--- src/rtl/receive_ack_scoreboard_defines.svh ---
// shared assertion macros for the receive scoreboard
`ifndef RECEIVE_ACK_SCOREBOARD_DEFINES_SVH
`define RECEIVE_ACK_SCOREBOARD_DEFINES_SVH

// same-cycle implication, disabled in reset
`define RAS_ASSERT_IMPL(lbl, ante, cons) \
  lbl: assert property (@(posedge clk) disable iff (!rst_n) (ante) |-> (cons)) \
    else $error("scoreboard assertion failed");

// next-cycle implication, disabled in reset
`define RAS_ASSERT_NEXT(lbl, ante, cons) \
  lbl: assert property (@(posedge clk) disable iff (!rst_n) (ante) |=> (cons)) \
    else $error("scoreboard assertion failed");

`endif

--- src/rtl/ras_pkg.sv ---
`default_nettype none
package ras_pkg;

  localparam int unsigned SEG_W    = 24;
  localparam int unsigned PKT_W    = 16;
  localparam int unsigned BASE_W   = 25;
  localparam int unsigned MSS_W    = 14;
  localparam int unsigned HDR_W    = 8;
  localparam int unsigned ACK_W    = 38;
  localparam int unsigned SACK_W   = 24;
  localparam int unsigned TOTAL_W  = 48;
  localparam int unsigned MARK_W   = 17;
  localparam int unsigned CFG_IDX_W = 2;
  localparam int unsigned CFG_DAT_W = 14;

  localparam logic [CFG_IDX_W-1:0] REG_MSS = 2'd0;
  localparam logic [CFG_IDX_W-1:0] REG_HDR = 2'd1;

  localparam logic [MSS_W-1:0] MSS_RESET = 14'd1460;
  localparam logic [HDR_W-1:0] HDR_RESET = 8'd40;

  typedef struct packed {
    logic [SEG_W-1:0] segment_index;
    logic [PKT_W-1:0] packet_bytes;
  } in_t;

  typedef struct packed {
    logic [ACK_W-1:0]   ack_bytes;
    logic [SACK_W-1:0]  sel_ack_bytes;
    logic               duplicate;
    logic               out_of_window;
    logic [TOTAL_W-1:0] payload_total;
  } out_t;

  typedef enum logic [2:0] {
    ST_CLEAR,
    ST_IDLE,
    ST_CLASS,
    ST_CHECK,
    ST_SCAN,
    ST_SCAN_CHK,
    ST_MUL,
    ST_OUT
  } state_t;

  typedef struct packed {
    logic clr_step;
    logic take;
    logic rd_seg;
    logic rd_base;
    logic mark;
    logic unmark;
    logic set_dup;
    logic set_oow;
    logic mul;
    logic load_out;
  } cmd_t;

  typedef struct packed {
    logic clr_last;
    logic below_base;
    logic beyond_win;
    logic rd_bit;
  } sts_t;

endpackage
`default_nettype wire

--- src/rtl/ras_ctrl.sv ---
`default_nettype none
`include "receive_ack_scoreboard_defines.svh"
module ras_ctrl (
  input  wire logic          clk,
  input  wire logic          rst_n,
  input  wire logic          in_valid,
  output logic               in_stall,
  output logic               out_valid,
  input  wire logic          out_stall,
  input  wire ras_pkg::sts_t sts,
  output ras_pkg::cmd_t      cmd
);

  ras_pkg::state_t state_r, state_nxt;
  logic out_valid_r, out_valid_nxt;

  always_ff @(posedge clk) begin
    if (!rst_n) begin
      state_r     <= ras_pkg::ST_CLEAR;
      out_valid_r <= 1'b0;
    end else begin
      state_r     <= state_nxt;
      out_valid_r <= out_valid_nxt;
    end
  end

  assign in_stall  = (state_r != ras_pkg::ST_IDLE);
  assign out_valid = out_valid_r;

  always_comb begin
    state_nxt     = state_r;
    cmd           = '0;
    out_valid_nxt = out_valid_r;
    if (out_valid_r && !out_stall) begin
      out_valid_nxt = 1'b0;
    end
    unique case (state_r)
      ras_pkg::ST_CLEAR: begin
        cmd.clr_step = 1'b1;
        if (sts.clr_last) begin
          state_nxt = ras_pkg::ST_IDLE;
        end
      end
      ras_pkg::ST_IDLE: begin
        if (in_valid) begin
          cmd.take  = 1'b1;
          state_nxt = ras_pkg::ST_CLASS;
        end
      end
      ras_pkg::ST_CLASS: begin
        priority if (sts.below_base) begin
          cmd.set_dup = 1'b1;
          state_nxt   = ras_pkg::ST_MUL;
        end else if (sts.beyond_win) begin
          cmd.set_oow = 1'b1;
          state_nxt   = ras_pkg::ST_MUL;
        end else begin
          cmd.rd_seg = 1'b1;
          state_nxt  = ras_pkg::ST_CHECK;
        end
      end
      ras_pkg::ST_CHECK: begin
        if (sts.rd_bit) begin
          cmd.set_dup = 1'b1;
          state_nxt   = ras_pkg::ST_MUL;
        end else begin
          cmd.mark  = 1'b1;
          state_nxt = ras_pkg::ST_SCAN;
        end
      end
      ras_pkg::ST_SCAN: begin
        cmd.rd_base = 1'b1;
        state_nxt   = ras_pkg::ST_SCAN_CHK;
      end
      ras_pkg::ST_SCAN_CHK: begin
        // walk the leading run of received segments
        if (sts.rd_bit) begin
          cmd.unmark = 1'b1;
          state_nxt  = ras_pkg::ST_SCAN;
        end else begin
          state_nxt = ras_pkg::ST_MUL;
        end
      end
      ras_pkg::ST_MUL: begin
        cmd.mul   = 1'b1;
        state_nxt = ras_pkg::ST_OUT;
      end
      ras_pkg::ST_OUT: begin
        if (!out_valid_r || !out_stall) begin
          cmd.load_out  = 1'b1;
          out_valid_nxt = 1'b1;
          state_nxt     = ras_pkg::ST_IDLE;
        end
      end
      default: begin
        state_nxt = ras_pkg::ST_CLEAR;
      end
    endcase
  end

  `RAS_ASSERT_NEXT(a_load_sets_valid, cmd.load_out, out_valid_r)
  `RAS_ASSERT_IMPL(a_out_held_while_busy, out_valid_r && out_stall && state_r != ras_pkg::ST_OUT,
                   !cmd.load_out)
  `RAS_ASSERT_NEXT(a_take_goes_class, cmd.take, state_r == ras_pkg::ST_CLASS)

endmodule
`default_nettype wire

--- src/rtl/ras_datapath.sv ---
`default_nettype none
`include "receive_ack_scoreboard_defines.svh"
module ras_datapath #(
  parameter int unsigned WINDOW_SEGMENTS = 1024
) (
  input  wire logic                              clk,
  input  wire logic                              rst_n,
  input  wire ras_pkg::in_t                      in_data,
  output ras_pkg::out_t                          out_data,
  input  wire logic                              cfg_we,
  input  wire logic [ras_pkg::CFG_IDX_W-1:0]     cfg_index,
  input  wire logic [ras_pkg::CFG_DAT_W-1:0]     cfg_wdata,
  input  wire ras_pkg::cmd_t                     cmd,
  output ras_pkg::sts_t                          sts
);

  localparam int unsigned AW = (WINDOW_SEGMENTS > 1) ? $clog2(WINDOW_SEGMENTS) : 1;
  localparam int unsigned CW = $clog2(WINDOW_SEGMENTS + 1);
  localparam logic [AW-1:0] LAST_SLOT = AW'(WINDOW_SEGMENTS - 1);
  localparam logic [AW:0]   WIN_SLOTS = (AW + 1)'(WINDOW_SEGMENTS);
  localparam logic [ras_pkg::BASE_W-1:0] WIN_SEGS = ras_pkg::BASE_W'(WINDOW_SEGMENTS);
  localparam logic [CW-1:0] WIN_CNT = CW'(WINDOW_SEGMENTS);
  localparam int unsigned ACKP_W  = ras_pkg::BASE_W + ras_pkg::MSS_W;
  localparam int unsigned SACKP_W = ras_pkg::MARK_W + ras_pkg::MSS_W;
  localparam logic [ras_pkg::TOTAL_W-1:0] TOTAL_MAX = '1;
  localparam logic [ras_pkg::SACK_W-1:0]  SACK_MAX  = '1;

  logic                         mem [WINDOW_SEGMENTS];
  logic                         rd_bit_r;
  logic [AW-1:0]                clr_idx_r;
  logic [ras_pkg::MSS_W-1:0]    mss_r;
  logic [ras_pkg::HDR_W-1:0]    hdr_r;
  logic [ras_pkg::SEG_W-1:0]    seg_r;
  logic [ras_pkg::PKT_W-1:0]    pkt_r;
  logic [ras_pkg::BASE_W-1:0]   base_r;
  logic [AW-1:0]                base_slot_r;
  logic [CW-1:0]                marked_r;
  logic [ras_pkg::TOTAL_W-1:0]  total_r;
  logic                         dup_r, oow_r;
  logic [ACKP_W-1:0]            ack_prod_r;
  logic [SACKP_W-1:0]           sack_prod_r;
  ras_pkg::out_t                out_r;

  logic [ras_pkg::BASE_W-1:0]   diff;
  logic [AW:0]                  slot_sum;
  logic [AW-1:0]                seg_slot;
  logic [ras_pkg::PKT_W-1:0]    pay;
  logic [ras_pkg::TOTAL_W:0]    total_sum;
  logic                         mem_we, mem_wd;
  logic [AW-1:0]                mem_wa, mem_ra;

  // ring slot of the segment, relative to the slot of the cumulative point
  assign diff     = {1'b0, seg_r} - base_r;
  assign slot_sum = {1'b0, base_slot_r} + {1'b0, diff[AW-1:0]};
  assign seg_slot = (slot_sum >= WIN_SLOTS) ? AW'(slot_sum - WIN_SLOTS) : slot_sum[AW-1:0];

  assign sts.clr_last   = (clr_idx_r == LAST_SLOT);
  assign sts.below_base = ({1'b0, seg_r} < base_r);
  assign sts.beyond_win = (diff >= WIN_SEGS);
  assign sts.rd_bit     = rd_bit_r;

  assign pay       = (pkt_r > {8'd0, hdr_r}) ? (pkt_r - {8'd0, hdr_r}) : '0;
  assign total_sum = {1'b0, total_r} + {{(ras_pkg::TOTAL_W + 1 - ras_pkg::PKT_W){1'b0}}, pay};

  always_comb begin
    mem_we = 1'b0;
    mem_wd = 1'b0;
    mem_wa = seg_slot;
    priority if (cmd.clr_step) begin
      mem_we = 1'b1;
      mem_wa = clr_idx_r;
    end else if (cmd.mark) begin
      mem_we = 1'b1;
      mem_wd = 1'b1;
      mem_wa = seg_slot;
    end else if (cmd.unmark) begin
      mem_we = 1'b1;
      mem_wa = base_slot_r;
    end else begin
      mem_we = 1'b0;
    end
  end

  assign mem_ra = cmd.rd_base ? base_slot_r : seg_slot;

  always_ff @(posedge clk) begin
    if (mem_we) begin
      mem[mem_wa] <= mem_wd;
    end
    if (cmd.rd_seg || cmd.rd_base) begin
      rd_bit_r <= mem[mem_ra];
    end
  end

  always_ff @(posedge clk) begin
    if (!rst_n) begin
      clr_idx_r   <= '0;
      mss_r       <= ras_pkg::MSS_RESET;
      hdr_r       <= ras_pkg::HDR_RESET;
      base_r      <= '0;
      base_slot_r <= '0;
      marked_r    <= '0;
      total_r     <= '0;
    end else begin
      if (cmd.clr_step) begin
        clr_idx_r <= clr_idx_r + 1'b1;
      end
      if (cfg_we) begin
        if (cfg_index == ras_pkg::REG_MSS) begin
          mss_r <= cfg_wdata;
        end else if (cfg_index == ras_pkg::REG_HDR) begin
          hdr_r <= cfg_wdata[ras_pkg::HDR_W-1:0];
        end
      end
      if (cmd.mark) begin
        marked_r <= marked_r + 1'b1;
        total_r  <= total_sum[ras_pkg::TOTAL_W] ? TOTAL_MAX : total_sum[ras_pkg::TOTAL_W-1:0];
      end
      if (cmd.unmark) begin
        marked_r    <= marked_r - 1'b1;
        base_r      <= base_r + 1'b1;
        base_slot_r <= (base_slot_r == LAST_SLOT) ? '0 : base_slot_r + 1'b1;
      end
    end
  end

  always_ff @(posedge clk) begin
    if (cmd.take) begin
      seg_r <= in_data.segment_index;
      pkt_r <= in_data.packet_bytes;
      dup_r <= 1'b0;
      oow_r <= 1'b0;
    end
    if (cmd.set_dup) begin
      dup_r <= 1'b1;
    end
    if (cmd.set_oow) begin
      oow_r <= 1'b1;
    end
    if (cmd.mul) begin
      ack_prod_r  <= base_r * mss_r;
      sack_prod_r <= ras_pkg::MARK_W'(marked_r) * mss_r;
    end
    if (cmd.load_out) begin
      out_r.ack_bytes     <= ack_prod_r[ras_pkg::ACK_W-1:0];
      out_r.sel_ack_bytes <= (sack_prod_r > SACKP_W'(SACK_MAX)) ? SACK_MAX
                                                               : sack_prod_r[ras_pkg::SACK_W-1:0];
      out_r.duplicate     <= dup_r;
      out_r.out_of_window <= oow_r;
      out_r.payload_total <= total_r;
    end
  end

  assign out_data = out_r;

  `RAS_ASSERT_IMPL(a_marked_in_window, 1'b1, marked_r <= WIN_CNT)
  `RAS_ASSERT_IMPL(a_unmark_only_set, cmd.unmark, rd_bit_r)
  `RAS_ASSERT_NEXT(a_advance_counts, cmd.unmark, base_r == $past(base_r) + 1'b1)

endmodule
`default_nettype wire

--- src/rtl/receive_ack_scoreboard.sv ---
`default_nettype none
// Receive scoreboard for one flow. Each request is an arriving segment (index and
// packet length); each gives exactly one result with the cumulative ack and
// selective-ack count in bytes, duplicate and out-of-window flags and the
// saturating payload total. The input is stalled from taking an item until its
// result is loaded. An item below the cumulative point or outside the window goes
// from classification straight to the multiply and output states; a duplicate
// inside the window first passes a bitmap check; a new one is marked, and then the
// cumulative point advances over the leading run of received segments: the bitmap
// read is registered, so each step of that walk has a read state and a check state.
// The result is loaded in the output state; while an earlier result is still
// stalled at the output the item waits there. After reset a clearing pass sweeps
// every bitmap slot before the first request is taken; configuration writes are
// accepted during it. Registers: index 0 segment size, index 1 header length.
module receive_ack_scoreboard #(
  parameter int unsigned WINDOW_SEGMENTS = 1024
) (
  input  wire logic                          clk,
  input  wire logic                          rst_n,
  input  wire logic                          in_valid,
  output logic                               in_stall,
  input  wire ras_pkg::in_t                  in_data,
  output logic                               out_valid,
  input  wire logic                          out_stall,
  output ras_pkg::out_t                      out_data,
  input  wire logic                          cfg_we,
  input  wire logic [ras_pkg::CFG_IDX_W-1:0] cfg_index,
  input  wire logic [ras_pkg::CFG_DAT_W-1:0] cfg_wdata
);

  ras_pkg::cmd_t cmd;
  ras_pkg::sts_t sts;

  ras_ctrl u_ctrl (
    .clk       (clk),
    .rst_n     (rst_n),
    .in_valid  (in_valid),
    .in_stall  (in_stall),
    .out_valid (out_valid),
    .out_stall (out_stall),
    .sts       (sts),
    .cmd       (cmd)
  );

  ras_datapath #(
    .WINDOW_SEGMENTS (WINDOW_SEGMENTS)
  ) u_datapath (
    .clk       (clk),
    .rst_n     (rst_n),
    .in_data   (in_data),
    .out_data  (out_data),
    .cfg_we    (cfg_we),
    .cfg_index (cfg_index),
    .cfg_wdata (cfg_wdata),
    .cmd       (cmd),
    .sts       (sts)
  );

endmodule
`default_nettype wire
--- config.mk ---
export PLATFORM = sky130hd
export DESIGN_NAME = receive_ack_scoreboard
export DESIGN_NICKNAME = d
export VERILOG_FILES = /design/src/rtl/ras_pkg.sv /design/src/rtl/ras_ctrl.sv /design/src/rtl/ras_datapath.sv /design/src/rtl/receive_ack_scoreboard.sv
export VERILOG_INCLUDE_DIRS = /design/src /design/src/rtl
export SDC_FILE = /design/constraint.sdc
export NUM_CORES = 2
export LEC_CHECK = 0
export ABC_AREA = 0
export ABC_CLOCK_PERIOD_IN_PS = 24100
export BUFFER_PORTS_ARGS = -buffer_cell sky130_fd_sc_hd__buf_2
export CAP_MARGIN = 30
export CORE_MARGIN = 5
export CORE_UTILIZATION = 40
export DETAILED_ROUTE_END_ITERATION = 16
export GPL_ROUTABILITY_DRIVEN = 0
export GPL_TIMING_DRIVEN = 0
export HOLD_SLACK_MARGIN = 0.08
export PLACE_DENSITY_LB_ADDON = 0.2
export SYNTH_ARGS = -nofsm -noshare
export SYNTH_HDL_FRONTEND = slang
export SYNTH_SLANG_ARGS = --single-unit
--- constraint.sdc ---
create_clock -name clk -period 24.1 [get_ports clk]
set_clock_uncertainty 0.1 [all_clocks]
set_input_delay 1.205 -clock clk [delete_from_list [all_inputs] [get_ports clk]]
set_output_delay 1.205 -clock clk [all_outputs]
set_load 0.03 [all_outputs]
* Word-level counts from Yosys, hierarchy flattened
Memory sizes are Yosys's and may differ from the RTL's. A register that Yosys moved wholly into a read port is not among the register bits.
Index checks and enable logic that the tools add are counted.
** Storage, ports and cells
- Register bits after elaboration :: 347
- Memories :: 1
- Logic and storage cells :: 111
- RAM bits :: 1024
** Cells by class
- Eq/ne operators :: 14
- Bitwise logic cells :: 1
- Order comparisons :: 5
- $add $sub $neg :: 10
- Multiplexer cells :: 47
- Reductions and logical operators :: 11
- Multipliers :: 2
** Memory list
- u_datapath.mem :: words 1024, width 1, read ports 1, clocked after memory_dff 1, write ports 1, line ras_datapath.sv:28 : logic mem [WINDOW_SEGMENTS];
** Operator list (count)
- $mux W10 :: 6
- $add A48 B16 Y49 :: 1
- $mux W48 :: 1
- $mul A25 B14 Y38 :: 1
- $mux W1 :: 28
- $add A25 B1 Y25 const B :: 1
- $ge A25 B11 Y1 const B :: 1
- $gt A25 B24 Y1 const B :: 1
- $lt A24 B25 Y1 :: 1
- $mul A11 B14 Y25 :: 1
- $sub A24 B25 Y25 :: 1
- $pmux W3 S8 :: 1
- $mux W11 :: 2
- $add A10 B1 Y10 const B :: 2
- $eq A10 B10 Y1 const B :: 2
- $gt A16 B8 Y1 :: 1
- $mux W16 :: 1
- $sub A16 B8 Y16 :: 1
- $mux W3 :: 5
- $eq A3 B3 Y1 const B :: 4
- $add A10 B10 Y11 :: 1
- $add A11 B1 Y11 const B :: 1
- $ge A11 B11 Y1 const B :: 1
- $sub A11 B1 Y11 const B :: 1
- other kinds (18) :: 24

* Logic depth before layout (Yosys ltp)
- Depth in word-level cells :: 7
- Depth in mapped cells :: 31
- Gate-level depth less buffers :: 28

* Modules after synthesis
From an unflattened synthesis, not the netlist that was laid out.
** Unflattened totals
- Cells, all modules :: 6698
- Area total of the unflattened synthesis :: 77618.2 um2
** By module, submodules not included
- ras_datapath :: instances 1, area an instance 77300.4 um2, cells an instance 6659
- ras_ctrl :: instances 1, area an instance 317.8 um2, cells an instance 39

* Worst setup path after synthesis
Ideal clock, no wire load.
- Path kind :: reg-to-reg
- Start :: reg u_ctrl.state_r[1]
- End :: mem u_datapath.mem[0], data pin
- Arrival time :: 16.767 ns
- Buffers on the path :: 3
- Path slack :: 3.763 ns
- Required time :: 20.531 ns
- Stages on the path, launching flop included :: 7
- Period minus slack after synthesis :: 20.337 ns
- Setup time :: 3.469 ns
- Cells stage by stage :: dfxtp_1 clkbuf_1 nand2_1 or3_1 inv_1 clkbuf_1 clkbuf_1
** Between the ends
- Cells in the longest elaborated chain, start to end :: 4
- Elaborated cells on any way between the ends :: 6
- Classes of those cells :: eq/ne: 1; mux: 4; reduce/logical: 1
** Ends and longest elaborated chain
- start, declared :: line ras_ctrl.sv:14 : ras_pkg::state_t state_r, state_nxt;
- start signal, assigned :: line ras_ctrl.sv:19 : state_r <= ras_pkg::ST_CLEAR;
- start signal, assigned :: line ras_ctrl.sv:22 : state_r <= state_nxt;
- $eq A3 B2 Y1 :: line ras_ctrl.sv:37 : unique case (state_r)
- $mux W1 :: line ras_ctrl.sv:37
- $mux W1 :: line ras_datapath.sv:72 : end else if (cmd.mark) begin
- $mux W1 (*) :: line ras_datapath.sv:69 : priority if (cmd.clr_step) begin
- named net u_datapath.mem_wd :: line ras_datapath.sv:49 : logic mem_we, mem_wd;
- end, declared :: line ras_datapath.sv:28
Mark *: on every way through the listed nets, which the timed path passes. The rest lies on a longest branch.

* Final worst setup path
- Start :: reg u_datapath.base_r[1] in the netlist's numbering
- End :: reg u_datapath.rd_bit_r (read register of u_datapath.mem), data pin
** Between the ends
- Cells in the longest elaborated chain, start to end :: 6
- Elaborated cells on any way between the ends :: 12
- Classes of those cells :: add/sub: 3; order compare: 3; mux: 5; reduce/logical: 1
** Ends and longest elaborated chain
- start, declared :: line ras_datapath.sv:35 : logic [ras_pkg::BASE_W-1:0] base_r;
- start signal, assigned :: line ras_datapath.sv:121 : base_r <= base_r + 1'b1;
- parallel branches: the longest is 6 deep, another holds $sub A24 B25 Y25
- end, declared :: line ras_datapath.sv:29 : logic rd_bit_r;
Parallel ways; which one is timed is not known.
A chain may end at the register's enable or synchronous reset.

==> run metrics <==
crit-path max FO 10; CTS resizes 0; vias in the first global route ~59k; CP required around 25 ns; crit share post-route 35.0%; hold path startpoint u_datapath.ack_prod_r[5]$_DFFE_PP_; Detailed Route Iter0 Violations roughly 9.1k; cells along the critical path clkbuf_1 > inv_1 > fa_1 > xor2_1 > ha_1 > a21oi_1 > a21boi_2 > o31ai_2 > buf_4 > buf_2 > buf_2 > nand3_1 > a32oi_1 > a31oi_1 > o21ai_0 > a21boi_0 > nor3_1 > o32ai_1 > a211o_1; CTS tree built; max incr delay on CP approximately 0.9 ns; hold slack about 0.31 ns; post-route cell area 88800 µm²; Final Setup Violations 0; CTS H-Tree Depth 4; Hold Vio Cnt, Final 0; mapped cell area roughly 78000 µm²; RSZ-0062 raised after global routing false; Worst path most repeated cell buf_2; Clock transition at path regs ~0.060 ns; Worst setup SP type flop; worst path bufs/invs 5; Slew headroom 16.3%; total die area 204000 µm²; R2R Path Start u_datapath.base_r[1]$_SDFFE_PN0P_; Die Y ~450 µm; CP max stage cell nor3_1; Leakage 32.1 nW; Worst Hold Class flop to flop; met2 track demand over resource 44.5%; fin nets between 8k and 9k; warnings from Yosys 0; Slew Viols, Final 0; DRC Markers 0; number of nets with antenna violations after routing 0; post-CTS setup buffer count 0; clk_lat worst skew roughly 0.83 ns; Site Rows about 160; Longest Clk Path Bufs 3; Initial Utilization approximately two fifths; placed cell areas 83600 µm²; post-layout util ~46%; global router's overall resource usage 29.2%; Syn Inst Count between 7k and 8k; Synth Net Count roughly 8.1k; f_max 119 MHz; Synth Register Bits 1372; busiest layer in global routing met2; CP Data Arrival Time 8.86 ns; setup TNS 0 ns; dpl cells around 10k; Crit. Startpoint u_datapath.base_r[1]$_SDFFE_PN0P_; number of cells in the finished layout apart from fillers between 10k and 15k; Seq/Total Area, Yosys around half; Post-synth ARST share 0%; outcome finished, final reports clean; Hold-fix buffers, CTS 0; number of synthesized flops with an enable pin approximately 1.2k; clock sinks about 1.4k; post-route setup slack about 16 ns; prevailing post-synth register cell edfxtp_1; core footprint approximately 200000 µm²; drt total wl slightly above 300 mm; Power Density roughly 90 nW/µm²; measured slew at the worst slew-check pin roughly 1.3 ns; critical path type flop to flop; minimum clock period about 8.4 ns; max_cap viols 0; met3 Use GR about 9%; CTS Buf Count 153; Top delay family on crit path compound AO/OA/AOI/OAI gates; Setup crit end kind flop; layout cell share with drive strength beyond 1 roughly a tenth; Total Power 7.97 mW; Vias/cell a little under 6; post-synth cell types just under 90; met1 Use GR roughly 36%; DP HPWL roughly 220 mm; CTS root buf clkbuf_16; vias approximately 62k; global route total overflow 0; peak supply drop slightly above 0.07 mV; first-pass GRT wire length about 430 mm; fillers 18.3k; Area growth, synth to finish 13.7%; dpl ws between 15 and 20 ns; die width approximately 450 µm; Initial DRT Pass Iterations 8; Avg WL per Cell 29.1 µm; I/O Buffers roughly 170; pin count of the biggest net entering global routing around 100; Avg Cell Area, Syn 10.6 µm²; initial antenna violation count 16; I/O pin total 175
[sequential cells by signal, summed over array words and instances (netlist names)]
name / flops
u_datapath.mem: 1024
u_datapath.out_data: 112
u_datapath.total_r: 48
u_datapath.ack_prod_r: 38
u_datapath.base_r: 25
u_datapath.sack_prod_r: 25
u_datapath.seg_r: 24
u_datapath.pkt_r: 16
u_datapath.mss_r: 14
u_datapath.marked_r: 11
u_datapath.base_slot_r: 10
u_datapath.clr_idx_r: 10
u_datapath.hdr_r: 8
u_ctrl.state_r: 3
u_ctrl.out_valid: 1
u_datapath.dup_r: 1
u_datapath.oow_r: 1
u_datapath.rd_bit_r: 1
[area by class of cell]
class	count	area [µm²]	area share, %
clock inverters	83	783	0.882
inverters	485	1820	2.05
repair buffers	274	2550	2.87
plain buffers	545	2410	2.71
well taps	2542	3180	3.58
flip-flops and latches	1372	39900	44.9
diodes	13	32.5	0.0366
multi-input cells	4980	34000	38.3
clock buffers	198	4150	4.68
[cells by family (layout without fill, tap and decap cells)]
kind of cell | count (synthesis) | in the layout | share of synthesized area, %
AND/OR/NAND/NOR | 3333 | 3333 | 19.1
flip-flops | 1372 | 1372 | 51.1
buffers and inverters | 1030 | 1585 | 5.41
AO/OA/AOI/OAI | 669 | 669 | 5.85
adder cells (fa/ha/maj) | 615 | 615 | 13.6
multiplexers | 218 | 218 | 3.37
XOR/XNOR | 145 | 145 | 1.63
other | 0 | 13 | 0
[where the power goes]
part | total, mW | switching, mW | internal, mW | leakage [nW]
clock network | 2.35 | 1.05 | 1.30 | 2.40
logic | 2.99 | 2.32 | 0.673 | 19.1
registers | 2.62 | 0.0176 | 2.60 | 10.5
[placed cells by master, fill, tap and decap left out, drive strengths merged, types with 11 or more instances in the layout]
master / count
a32oi: 24
nor2: 695
fa: 384
a21boi: 16
nor2b: 21
mux2i: 183
nor4: 14
o21bai: 11
clkinv: 65
a221o: 33
edfxtp: 1240
nand4: 30
a31oi: 105
o21ai: 87
ha: 231
nand2b: 25
and3: 115
xor2: 49
mux4: 32
inv: 491
xnor2: 96
a21oi: 175
nand3: 290
buf: 471
diode: 13
a32o: 34
nor3: 555
a22oi: 19
clkbuf: 546
nand2: 1291
or2: 31
or3: 18
and2: 217
o31ai: 14
dfxtp: 132
a211oi: 16
o21a: 20
a21o: 35
[Yosys cell counts, types with 134 or more instances]
master    number  area share, %
nor2_1       694            3.3
buf_2        134           0.86
a21oi_1      175            1.1
mux2i_1      181            2.3
nand2_1     1291            6.2
inv_1        483            2.3
and2_1       217            1.7
ha_1         231            3.7
fa_1         384            9.8
nor3_1       553            3.5
clkbuf_1     346            1.7
edfxtp_1    1240             48
nand3_1      290            1.9
[path summary, 6_finish.rpt]
path,endpoint,slack (ns),depth (start not counted)
worst max-delay path,u_datapath.rd_bit_r$_DFFE_PP_,15.67,19
worst min-delay path,u_datapath.out_data[79]$_DFFE_PP_,0.31,0
worst max register to register,u_datapath.rd_bit_r$_DFFE_PP_,15.67,19
worst min register to register,u_datapath.out_data[79]$_DFFE_PP_,0.31,0
[metal layers]
metal | wire length [µm] | up-vias
li1 | - | 26335
met1 | 109000 | 30457
met2 | 133000 | 4027
met3 | 37800 | 1089
met4 | 25700 | 4
met5 | 21 | -
Power figures use the tool's default switching activity.
